[src/plq_pkg.sv]
`timescale 1ns / 1ps
// Package for the min-level priority queue: operation and status codes,
// default sizes and the result record shared by the sequencer and the top level.
package plq_pkg;

    localparam int DEF_CAPACITY   = 16;
    localparam int DEF_LEVEL_BITS = 8;

    localparam int VALUE_W     = 32;
    localparam int IN_LEVEL_W  = 8;
    localparam int COUNT_OUT_W = 5;

    localparam logic [1:0] MODE_ENQ  = 2'd0;
    localparam logic [1:0] MODE_DEQ  = 2'd1;
    localparam logic [1:0] MODE_PEEK = 2'd2;

    localparam logic [1:0] STAT_OK    = 2'd0;
    localparam logic [1:0] STAT_EMPTY = 2'd1;
    localparam logic [1:0] STAT_FULL  = 2'd2;

    typedef struct packed {
        logic [VALUE_W-1:0]     value;
        logic [1:0]             status;
        logic [COUNT_OUT_W-1:0] count;
    } result_t;

endpackage

[src/plq_mem.sv]
`timescale 1ns / 1ps
// Entry storage for the priority queue: one write port and one registered read port.
// Depends on nothing outside this file.
module plq_mem #(
    parameter int DEPTH = 16,
    parameter int WIDTH = 40
) (
    input  logic                     aclk,
    input  logic                     wr_en,
    input  logic [$clog2(DEPTH)-1:0] wr_addr,
    input  logic [WIDTH-1:0]         wr_data,
    input  logic [$clog2(DEPTH)-1:0] rd_addr,
    output logic [WIDTH-1:0]         rd_data
);

    logic [WIDTH-1:0] mem [DEPTH];
    logic [WIDTH-1:0] rd_data_reg;

    always_ff @(posedge aclk) begin
        if (wr_en) begin
            mem[wr_addr] <= wr_data;
        end
        rd_data_reg <= mem[rd_addr];
    end

    assign rd_data = rd_data_reg;

endmodule

[src/plq_seq.sv]
`timescale 1ns / 1ps
// Sequencer of the priority queue: one level comparator scans the entries, then the
// entries above a removed one move down one slot a cycle. Depends on plq_pkg and plq_mem.
module plq_seq #(
    parameter int CAPACITY   = plq_pkg::DEF_CAPACITY,
    parameter int LEVEL_BITS = plq_pkg::DEF_LEVEL_BITS
) (
    input  logic                          aclk,
    input  logic                          aresetn,
    input  logic                          start,
    input  logic [1:0]                    mode,
    input  logic [plq_pkg::VALUE_W-1:0]   value,
    input  logic [LEVEL_BITS-1:0]         level,
    input  logic                          out_free,
    output logic                          ready,
    output logic                          done,
    output plq_pkg::result_t              result
);
    import plq_pkg::*;

    localparam int AW = $clog2(CAPACITY);
    localparam int CW = $clog2(CAPACITY + 1);
    localparam int EW = VALUE_W + LEVEL_BITS;

    localparam logic [1:0] S_IDLE  = 2'd0;
    localparam logic [1:0] S_SCAN  = 2'd1;
    localparam logic [1:0] S_SHIFT = 2'd2;
    localparam logic [1:0] S_FIN   = 2'd3;

    logic [1:0]            state_reg, state_next;
    logic [CW-1:0]         count_reg, count_next;
    logic [AW-1:0]         rd_idx_reg, rd_idx_next;
    logic [AW-1:0]         wr_idx_reg, wr_idx_next;
    logic [AW-1:0]         best_idx_reg, best_idx_next;
    logic [LEVEL_BITS-1:0] best_lvl_reg, best_lvl_next;
    logic [VALUE_W-1:0]    best_val_reg, best_val_next;
    logic                  is_deq_reg, is_deq_next;
    logic [VALUE_W-1:0]    res_val_reg, res_val_next;
    logic [1:0]            stat_reg, stat_next;

    logic                  mem_we;
    logic [AW-1:0]         mem_waddr;
    logic [EW-1:0]         mem_wdata;
    logic [AW-1:0]         mem_raddr;
    logic [EW-1:0]         mem_rdata;

    logic [LEVEL_BITS-1:0] rd_lvl;
    logic [VALUE_W-1:0]    rd_val;
    logic                  take;
    logic [AW-1:0]         cur_idx;
    logic [VALUE_W-1:0]    cur_val;
    logic [CW-1:0]         last_idx;
    logic [CW-1:0]         cur_idx_plus1;
    logic [CW-1:0]         wr_idx_plus2;
    logic [CW+COUNT_OUT_W-1:0] count_wide;

    plq_mem #(
        .DEPTH(CAPACITY),
        .WIDTH(EW)
    ) u_mem (
        .aclk   (aclk),
        .wr_en  (mem_we),
        .wr_addr(mem_waddr),
        .wr_data(mem_wdata),
        .rd_addr(mem_raddr),
        .rd_data(mem_rdata)
    );

    assign rd_val        = mem_rdata[VALUE_W-1:0];
    assign rd_lvl        = mem_rdata[EW-1:VALUE_W];
    assign take          = (rd_idx_reg == '0) || (rd_lvl < best_lvl_reg);
    assign cur_idx       = take ? rd_idx_reg : best_idx_reg;
    assign cur_val       = take ? rd_val : best_val_reg;
    assign last_idx      = count_reg - CW'(1);
    assign cur_idx_plus1 = CW'(cur_idx) + CW'(1);
    assign wr_idx_plus2  = CW'(wr_idx_reg) + CW'(2);

    always_comb begin
        state_next    = state_reg;
        count_next    = count_reg;
        rd_idx_next   = rd_idx_reg;
        wr_idx_next   = wr_idx_reg;
        best_idx_next = best_idx_reg;
        best_lvl_next = best_lvl_reg;
        best_val_next = best_val_reg;
        is_deq_next   = is_deq_reg;
        res_val_next  = res_val_reg;
        stat_next     = stat_reg;
        mem_we        = 1'b0;
        mem_waddr     = wr_idx_reg;
        mem_wdata     = mem_rdata;
        mem_raddr     = rd_idx_reg + AW'(1);
        done          = 1'b0;
        case (state_reg)
            S_IDLE: begin
                mem_raddr = '0;
                if (start) begin
                    res_val_next = '0;
                    stat_next    = STAT_OK;
                    state_next   = S_FIN;
                    case (mode)
                        MODE_ENQ: begin
                            if (count_reg == CW'(CAPACITY)) begin
                                stat_next = STAT_FULL;
                            end else begin
                                mem_we     = 1'b1;
                                mem_waddr  = count_reg[AW-1:0];
                                mem_wdata  = {level, value};
                                count_next = count_reg + CW'(1);
                            end
                        end
                        MODE_DEQ, MODE_PEEK: begin
                            if (count_reg == '0) begin
                                stat_next = STAT_EMPTY;
                            end else begin
                                is_deq_next = (mode == MODE_DEQ);
                                rd_idx_next = '0;
                                state_next  = S_SCAN;
                            end
                        end
                        default: begin
                            stat_next = STAT_OK;
                        end
                    endcase
                end
            end
            S_SCAN: begin
                best_idx_next = cur_idx;
                best_lvl_next = take ? rd_lvl : best_lvl_reg;
                best_val_next = cur_val;
                rd_idx_next   = rd_idx_reg + AW'(1);
                if (CW'(rd_idx_reg) == last_idx) begin
                    res_val_next = cur_val;
                    state_next   = S_FIN;
                    if (is_deq_reg) begin
                        if (CW'(cur_idx) == last_idx) begin
                            count_next = count_reg - CW'(1);
                        end else begin
                            mem_raddr   = cur_idx_plus1[AW-1:0];
                            wr_idx_next = cur_idx;
                            state_next  = S_SHIFT;
                        end
                    end
                end
            end
            S_SHIFT: begin
                mem_we = 1'b1;
                if (wr_idx_plus2 == count_reg) begin
                    count_next = count_reg - CW'(1);
                    state_next = S_FIN;
                end else begin
                    mem_raddr   = wr_idx_plus2[AW-1:0];
                    wr_idx_next = wr_idx_reg + AW'(1);
                end
            end
            S_FIN: begin
                done = out_free;
                if (out_free) begin
                    state_next = S_IDLE;
                end
            end
            default: begin
                state_next = S_IDLE;
            end
        endcase
    end

    always_ff @(posedge aclk) begin
        if (!aresetn) begin
            state_reg <= S_IDLE;
            count_reg <= '0;
        end else begin
            state_reg <= state_next;
            count_reg <= count_next;
        end
        rd_idx_reg   <= rd_idx_next;
        wr_idx_reg   <= wr_idx_next;
        best_idx_reg <= best_idx_next;
        best_lvl_reg <= best_lvl_next;
        best_val_reg <= best_val_next;
        is_deq_reg   <= is_deq_next;
        res_val_reg  <= res_val_next;
        stat_reg     <= stat_next;
    end

    assign count_wide    = {{COUNT_OUT_W{1'b0}}, count_reg};
    assign ready         = (state_reg == S_IDLE);
    assign result.value  = res_val_reg;
    assign result.status = stat_reg;
    assign result.count  = count_wide[COUNT_OUT_W-1:0];

    a_count_bound: assert property (@(posedge aclk) disable iff (!aresetn)
        count_reg <= CW'(CAPACITY))
        else $error("Entry count exceeds the capacity.");

    a_scan_in_range: assert property (@(posedge aclk) disable iff (!aresetn)
        state_reg == S_SCAN |-> CW'(rd_idx_reg) < count_reg)
        else $error("Scan index runs past the held entries.");

    a_shift_in_range: assert property (@(posedge aclk) disable iff (!aresetn)
        state_reg == S_SHIFT |-> CW'(wr_idx_reg) + CW'(1) < count_reg)
        else $error("Shift reads past the held entries.");

    a_empty_status: assert property (@(posedge aclk) disable iff (!aresetn)
        (done && stat_reg == STAT_EMPTY) |-> count_reg == '0)
        else $error("Empty status reported while entries are held.");

    a_full_status: assert property (@(posedge aclk) disable iff (!aresetn)
        (done && stat_reg == STAT_FULL) |-> count_reg == CW'(CAPACITY))
        else $error("Full status reported while space remains.");

endmodule

[src/min_level_priority_queue.sv]
`timescale 1ns / 1ps
// Bounded min-level priority queue of CAPACITY entries held in arrival order.
// Accepts one operation beat on the s_ channel and returns one result beat on m_.
// Operations (s_tuser): enqueue, dequeue minimum, peek minimum. The smallest level
// wins and a tie goes to the oldest entry; a dequeue returns the removed value.
// An enqueue, a rejected operation or an empty queue goes straight from idle to
// the finish state. A peek or dequeue scans every held entry with the one level
// comparator, which visits one memory entry a cycle through the single read port;
// a dequeue then also moves each younger entry down one slot behind the removed one.
// One operation is in flight at a time; s_tready is high only while idle, so a
// new operation is not taken until the sequencer is idle again. A finished
// result sits in the output register, so the next operation may be taken while
// the receiver stalls; the sequencer then holds its result until the output
// register is free.
// Synchronous active-low reset empties the queue; stored entries keep no reset value.
// Depends on plq_pkg, plq_seq and plq_mem.
module min_level_priority_queue #(
    parameter int CAPACITY   = plq_pkg::DEF_CAPACITY,
    parameter int LEVEL_BITS = plq_pkg::DEF_LEVEL_BITS
) (
    input  logic        aclk,
    input  logic        aresetn,
    input  logic        s_tvalid,
    output logic        s_tready,
    input  logic [39:0] s_tdata,   // item_value [31:0], item_level [39:32]
    input  logic [1:0]  s_tuser,   // mode [1:0]
    output logic        m_tvalid,
    input  logic        m_tready,
    output logic [39:0] m_tdata,   // result_value [31:0], entry_count [36:32], zero [39:37]
    output logic [1:0]  m_tuser    // status [1:0]
);
    import plq_pkg::*;

    logic                          accept;
    logic                          out_free;
    logic                          seq_ready;
    logic                          seq_done;
    result_t                       seq_result;
    logic [IN_LEVEL_W+LEVEL_BITS-1:0] level_wide;

    logic    m_valid_reg, m_valid_next;
    result_t out_reg, out_next;

    assign accept     = s_tvalid && s_tready;
    assign s_tready   = seq_ready;
    assign out_free   = !m_valid_reg || m_tready;
    assign level_wide = {{LEVEL_BITS{1'b0}}, s_tdata[VALUE_W+IN_LEVEL_W-1:VALUE_W]};

    plq_seq #(
        .CAPACITY  (CAPACITY),
        .LEVEL_BITS(LEVEL_BITS)
    ) u_seq (
        .aclk    (aclk),
        .aresetn (aresetn),
        .start   (accept),
        .mode    (s_tuser),
        .value   (s_tdata[VALUE_W-1:0]),
        .level   (level_wide[LEVEL_BITS-1:0]),
        .out_free(out_free),
        .ready   (seq_ready),
        .done    (seq_done),
        .result  (seq_result)
    );

    always_comb begin
        m_valid_next = m_valid_reg;
        out_next     = out_reg;
        if (seq_done) begin
            m_valid_next = 1'b1;
            out_next     = seq_result;
        end else if (m_tready) begin
            m_valid_next = 1'b0;
        end
    end

    always_ff @(posedge aclk) begin
        if (!aresetn) begin
            m_valid_reg <= 1'b0;
        end else begin
            m_valid_reg <= m_valid_next;
        end
        out_reg <= out_next;
    end

    assign m_tvalid = m_valid_reg;
    assign m_tdata  = {3'b000, out_reg.count, out_reg.value};
    assign m_tuser  = out_reg.status;

endmodule
[config.mk]
export PLATFORM = sky130hd
export DESIGN_NAME = min_level_priority_queue
export DESIGN_NICKNAME = d
export VERILOG_FILES = /design/src/plq_pkg.sv /design/src/plq_mem.sv /design/src/plq_seq.sv /design/src/min_level_priority_queue.sv
export SDC_FILE = /design/constraint.sdc
export NUM_CORES = 1
export LEC_CHECK = 0
export BUFFER_PORTS_ARGS = -buffer_cell sky130_fd_sc_hd__buf_2
export CORE_MARGIN = 10
export CORE_UTILIZATION = 55
export DETAILED_ROUTE_END_ITERATION = 12
export MAX_ROUTING_LAYER = met4
export PLACE_DENSITY = 0.83
export SLEW_MARGIN = 15
export SYNTH_ARGS = -nofsm -noshare
export SYNTH_HDL_FRONTEND = slang
export SYNTH_HIERARCHICAL = 1
export SYNTH_SLANG_ARGS = --single-unit
[constraint.sdc]
create_clock -name aclk -period 6.7 [get_ports aclk]
set_clock_uncertainty 0.2 [all_clocks]
set_input_delay 1.34 -clock aclk [delete_from_list [all_inputs] [get_ports aclk]]
set_output_delay 1.34 -clock aclk [all_outputs]
set_load 0.01 [all_outputs]
# --- Word-level counts from Yosys, hierarchy flattened ---
# Memory sizes are Yosys's and may differ from the RTL's. A register that Yosys moved wholly into a read port is not among the register bits.
# Cells that the tools add are included.
totals:
  ramBits: 640
  output_inout_bits: 44
  n_memories: 1
  in_bits: 46
  elab_cells: 121
  regBits: 134
classes:
  addsub: 6
  n_eq_ne: 21
  muxes: 56
  bitwise_logic: 1
  n_lt_le_gt_ge: 1
  n_reduce_logical: 21
mem_list:
  columns: ["memory", "words", "width", "read_ports", "rd_ports_with_merged_regs", "write_ports", "line_no", "rtl"]
  rows:
  - ["u_seq.u_mem.mem", 16, 40, 1, 1, 1, "plq_mem.sv:16", "logic [WIDTH-1:0] mem [DEPTH];"]
ops:
  columns: ["operator", "count"]
  rows:
  - ["$mux W40", 4]
  - ["$mux W32", 3]
  - ["$mux W4", 16]
  - ["$pmux W32 S2", 1]
  - ["$mux W5", 7]
  - ["$mux W2", 8]
  - ["$ne A2 B1 Y1 const B", 8]
  - ["$pmux W4 S2", 2]
  - ["$pmux W5 S3", 1]
  - ["$add A4 B1 Y4 const B", 3]
  - ["$pmux W4 S3", 1]
  - ["$reduce_and A4 Y1", 3]
  - ["$eq A4 B5 Y1", 2]
  - ["$mux W1", 10]
  - ["$lt A8 B8 Y1", 1]
  - ["$ne A2 B2 Y1 const B", 4]
  - ["$pmux W2 S4", 1]
  - ["$reduce_and A8 Y1", 1]
  - ["$eq A2 B2 Y1 const B", 3]
  - ["$reduce_bool A2 Y1", 3]
  - ["$add A4 B2 Y5 const B", 1]
  - ["$add A5 B1 Y5 const B", 1]
  - ["$eq A5 B5 Y1", 1]
  - ["$eq A5 B5 Y1 const B", 1]
  - ["16 further kinds", 20]

# --- Depth between registers and ports, before layout ---
logic_depth:
  depth_word: 8
  mapped_depth: 18
  ltp_nobuf: 15

# --- Hierarchy ---
# The synthesis kept the hierarchy.
modules_own_cells:
  columns: ["mod", "cells_each", "seq_area_each_um2", "n_inst", "area_each_um2"]
  rows:
  - ["plq_mem", 1040, 20019.2, 1, 25131.6]
  - ["plq_seq", 447, 2752.6, 1, 5392.7]
  - ["min_level_priority_queue", 48, 1191.1, 1, 1252.5]

# --- Least setup slack after synthesis ---
# Ideal clock, no wire load.
synth_path:
  path_kind: "input-to-reg"
  startpoint: "in s_tuser[1]"
  endpoint: "mem u_seq.u_mem.mem[0][0] (enable)"
  stages: 9
  setup_slack_ps: 327
  required_time_ps: 6013
  n_path_buf: 1
  setup_time_ps: 487
  t_arrival_ps: 5686
  path_cell_list: "inv_1 > ha_1 > inv_1 > nor2_1 > nand2_1 > clkbuf_1 > a22o_1 > or3b_2 > nor3_1"
synth_via:
  word_cells_on_any_way: 9
  classes_between: "8 x mux; 1 x reduce/logical"
synth_rtl:
  columns: ["element", "line_no", "rtl"]
  rows:
  - ["start, declared", "min_level_priority_queue.sv:26", "input logic [1:0] s_tuser,"]
  - ["$logic_not A2 Y1", "plq_seq.sv:101", "case (mode)"]
  - ["$mux W4", "plq_seq.sv:101", null]
  - ["$mux W4", "plq_seq.sv:97", "if (start) begin"]
  - ["$mux W4", "plq_seq.sv:94", "case (state_reg)"]
  - ["net u_seq.mem_waddr[2]", "plq_seq.sv:42", "logic [AW-1:0] mem_waddr;"]
  - ["end, declared", "plq_mem.sv:16", null]
# The timed path passes the listed nets, and every way through them passes these cells.

# --- Worst setup path in the final report ---
layout_path:
  startpoint: "reg u_seq.rd_idx_reg[0]"
  endpoint: "reg u_seq.u_mem.rd_data_reg[22] (netlist: u_seq/u_mem/rd_data[22]) (read register of u_seq.u_mem.mem)"
layout_via:
  elab_chain_cells: 8
  word_cells_on_any_way: 12
  classes_between: "2 x add/sub; 2 x eq/ne; 6 x mux; 2 x reduce/logical"
layout_lines:
  columns: ["element", "line_no", "rtl"]
  rows:
  - ["start, declared", "plq_seq.sv:32", "logic [AW-1:0] rd_idx_reg, rd_idx_next;"]
  - ["start signal, assigned", "plq_seq.sv:176", "rd_idx_reg <= rd_idx_next;"]
  - ["$logic_not A4 Y1", "plq_seq.sv:71", "assign take = (rd_idx_reg == '0) || (rd_lvl < best_lvl_reg);"]
  - ["$logic_or A1 B1 Y1", "plq_seq.sv:71", null]
  - ["$mux W4", "plq_seq.sv:72", "assign cur_idx = take ? rd_idx_reg : best_idx_reg;"]
  - ["$add A4 B1 Y4 or $eq A4 B5 Y1 (tied branches)", "plq_seq.sv:75, plq_seq.sv:136", null]
  - ["$mux W4", "plq_seq.sv:136", "if (CW'(cur_idx) == last_idx) begin"]
  - ["$mux W4", "plq_seq.sv:135", "if (is_deq_reg) begin"]
  - ["$mux W4", "plq_seq.sv:132", "if (CW'(rd_idx_reg) == last_idx) begin"]
  - ["$pmux W4 S3 (*)", "plq_seq.sv:94", null]
  - ["net u_seq.mem_raddr[1]", "plq_seq.sv:44", "logic [AW-1:0] mem_raddr;"]
  - ["end, declared", "plq_mem.sv:17", "logic [WIDTH-1:0] rd_data_reg;"]
# The timed path passes the listed nets; every way through them passes the cells marked *.
# A chain may end at the register's enable or synchronous reset.

==> impl_metrics.tcl <==
set metrics [dict create \
    slew_violations 0 \
    final_nets 1739 \
    cp_num_buf_inv 2 \
    cts_htree_levels 3 \
    final_core_util 0.6202 \
    hp-class "reg -> reg" \
    period_minus_slack_ns 5.446 \
    worst_path_most_repeated_cell "nand2_1" \
    cts_tree "done" \
    syn2layout_area_growth_pct 12.17 \
    syn_area_mm2 0.03178 \
    finalInstanceArea_mm2 0.03564 \
    antenna_found_initial 1 \
    vias 16020 \
    largest_reg_flops 640 \
    drv_cap 0 \
    io_buffers 86 \
    startpoint_type "register" \
    synth-compound-area-share 0.03504 \
    r2r-start "u_seq/rd_idx_reg[0]" \
    ys_types 62 \
    vias_per_cell 6.420 \
    clockBufferDepth 3 \
    grt_max_degree 78 \
    clkLatencyLatePin_ns 0.63 \
    clock-sinks 814 \
    drt_wl_total_mm 73.34 \
    status "finished, final reports clean" \
    cp_slowest_cell "a211oi_4" \
    grt_pass1_vias 16400 \
    holdBufCountCts 0 \
    drtIter0Drc 1931 \
    tns_ns 0 \
    crit_type "reg -> reg" \
    yosys.area_share.xor_xnor 0.005394 \
    cts_resized 0 \
    synthSimpleGateAreaFrac 0.03024 \
    fp.dieH_um 260.4 \
    min_from "u_seq/res_val_reg[13]" \
    core_mm2 0.05748 \
    holdWs_ns 0.2181 \
    seq_area_mm2 0.02396 \
    rsz0062_at_grt "no" \
    dp_hpwl_mm 38.91 \
    place.gp.congestion 0.8407 \
    critical-path-top-delay-family "compound AO/OA/AOI/OAI gates" \
    hold_viol 0 \
    leakage_nw 11.63 \
    fmax_ghz 0.1836 \
    clockRootBuffer "clkbuf_16" \
    reg2reg_depth 14 \
    ant_nets 0 \
    final_common_cell "edfxtp_1" \
    nFillCells 3732 \
    post_cts_buffers 0 \
    fin_crit_sh 0.8128 \
    grt_overflow 0 \
    synth_area_per_cell_um2 20.70 \
    synthMuxAreaShare 0.1474 \
    synth_edf_count 766 \
    async_flop_share 0 \
    drive_gt1_frac 0.2527 \
    p_per_area_mw_per_mm2 475.3 \
    ys_seq_elements 814 \
    setup_violations 0 \
    placed_area_mm2 0.03325 \
    slowest_delay_ns 0.89 \
    final_cell_mix "766 x edfxtp_1, 100 x mux4_2, 86 x buf_2, 80 x clkbuf_16, 80 x a22oi_1" \
    clkSlewWorstSetupHoldPaths_ns 0.06 \
    synth-seq-area-share 0.7541 \
    ir_drop_v 0.0003257 \
    wl_per_cell_um 29.40 \
    drcViolationCount 0 \
    path_max_fanout 65 \
    synth_top_family_by_area "multiplexers" \
    hold_end "m_tdata[13]" \
    gr-usage-all-layers 0.2231 \
    crit_chain "inv_1, ha_1, or3b_1, nand2_1, or3_1, a31o_1, a221oi_4, a311oi_2, nor3_1, a211oi_4, buf_12, mux4_2, a22oi_1, nand2_1" \
    endpoint_kind "register" \
    io_pins 90 \
    r2r_setup_slack_ns 1.25 \
    core.rowCount 88 \
    regToRegEndpoint "u_seq/u_mem/rd_data[22]" \
    grt_pass1_wl_mm 108.4 \
    cp.arrival_ns 5.74 \
    syn_inst 1535 \
    multi_input_comb_area_mm2 0.007422 \
    crit_start "u_seq/rd_idx_reg[0]" \
    start_util 0.5529 \
    required_ns 6.99 \
    yosys_warnings 6 \
    die-area_mm2 0.06779 \
    min_delay_path_depth 0 \
    synth_fa_ha_area_frac 0.009056 \
    worstMarginPinSlew_ns 1.130 \
    max_slew_margin 0.2452 \
    finalPower_mw 16.94 \
    cts_buffers 77 \
    die_w_um 260.4 \
    dr.pass1.iters 6 \
    synth_ff_type "edfxtp_1" \
]
## cells by family (layout without fill, tap and decap cells)
kind of cell / Yosys count / count (layout)
other: 1 / 4
xor gates and xnor gates: 18 / 18
buffers and inverters: 101 / 293
muxes: 236 / 236
AOI/OAI and AO/OA: 149 / 149
adders and majority gates: 23 / 23
and+or+nand+nor: 193 / 193
DFF: 814 / 814
## Yosys cell counts, drive strengths merged, types with 19 or more instances
cell	n	area, µm²
a22oi	80	600.6
nor2	36	135.1
mux2	75	844.6
edfxtp	766	23000
clkbuf	44	166.4
and2	37	231.5
o21ai	19	95.09
buf	29	321.6
ha	23	287.8
mux4	160	3829
inv	28	105.1
nand2	66	247.7
dfxtp	48	960.9
## where the power goes
group,internal [mW],leakage (nW),switching [mW],total [mW]
combinational,2.07,3.11,3.36,5.43
clock,2.34,1.15,1.83,4.17
sequential,7.06,7.37,0.284,7.34
total,11.5,11.6,5.47,16.9
## metrics by stage
stage / worst slack [ns] / cells
after floorplan: 0.3269 / 1537
after global placement: 1.414 / 2355
after detailed placement: 1.326 / 2355
after CTS: 1.350 / 2493
after global routing: 1.004 / 2495
final: 1.254 / 2495
## worst max path at each step
stage,end,slack (ns),cells past startpoint
6_report,u_seq/u_mem/rd_data[22],1.25,14
2_1_floorplan,u_seq/u_mem/mem[0][0],0.33,9
4_1_cts,u_seq/u_mem/rd_data[22],1.35,12
3_3_place_gp,u_seq/u_mem/mem[1][32],1.41,10
5_1_grt,u_seq/u_mem/rd_data[22],1.00,13
3_5_place_dp,u_seq/u_mem/mem[10][15],1.33,10
## metal layers
layer / up-vias / global-route usage / part of all wire
li1: 6598 / - / -
met1: 8286 / 0.2810 / 0.37
met2: 990 / 0.3633 / 0.52
met3: 145 / 0.03709 / 0.083
met4: 0 / 0.08316 / 0.027
met5: - / - / 0
## layout make-up
type,instances,area share
Sequential cell,814,0.6723
Multi-Input combinational cell,622,0.2082
Clock buffer,117,0.06146
Tap cell,765,0.02685
Timing Repair Buffer,127,0.02303
Clock inverter,21,0.005125
Inverter,28,0.002949
Antenna cell,1,0.00007020
Note: power is estimated with default switching activity, not from simulation.
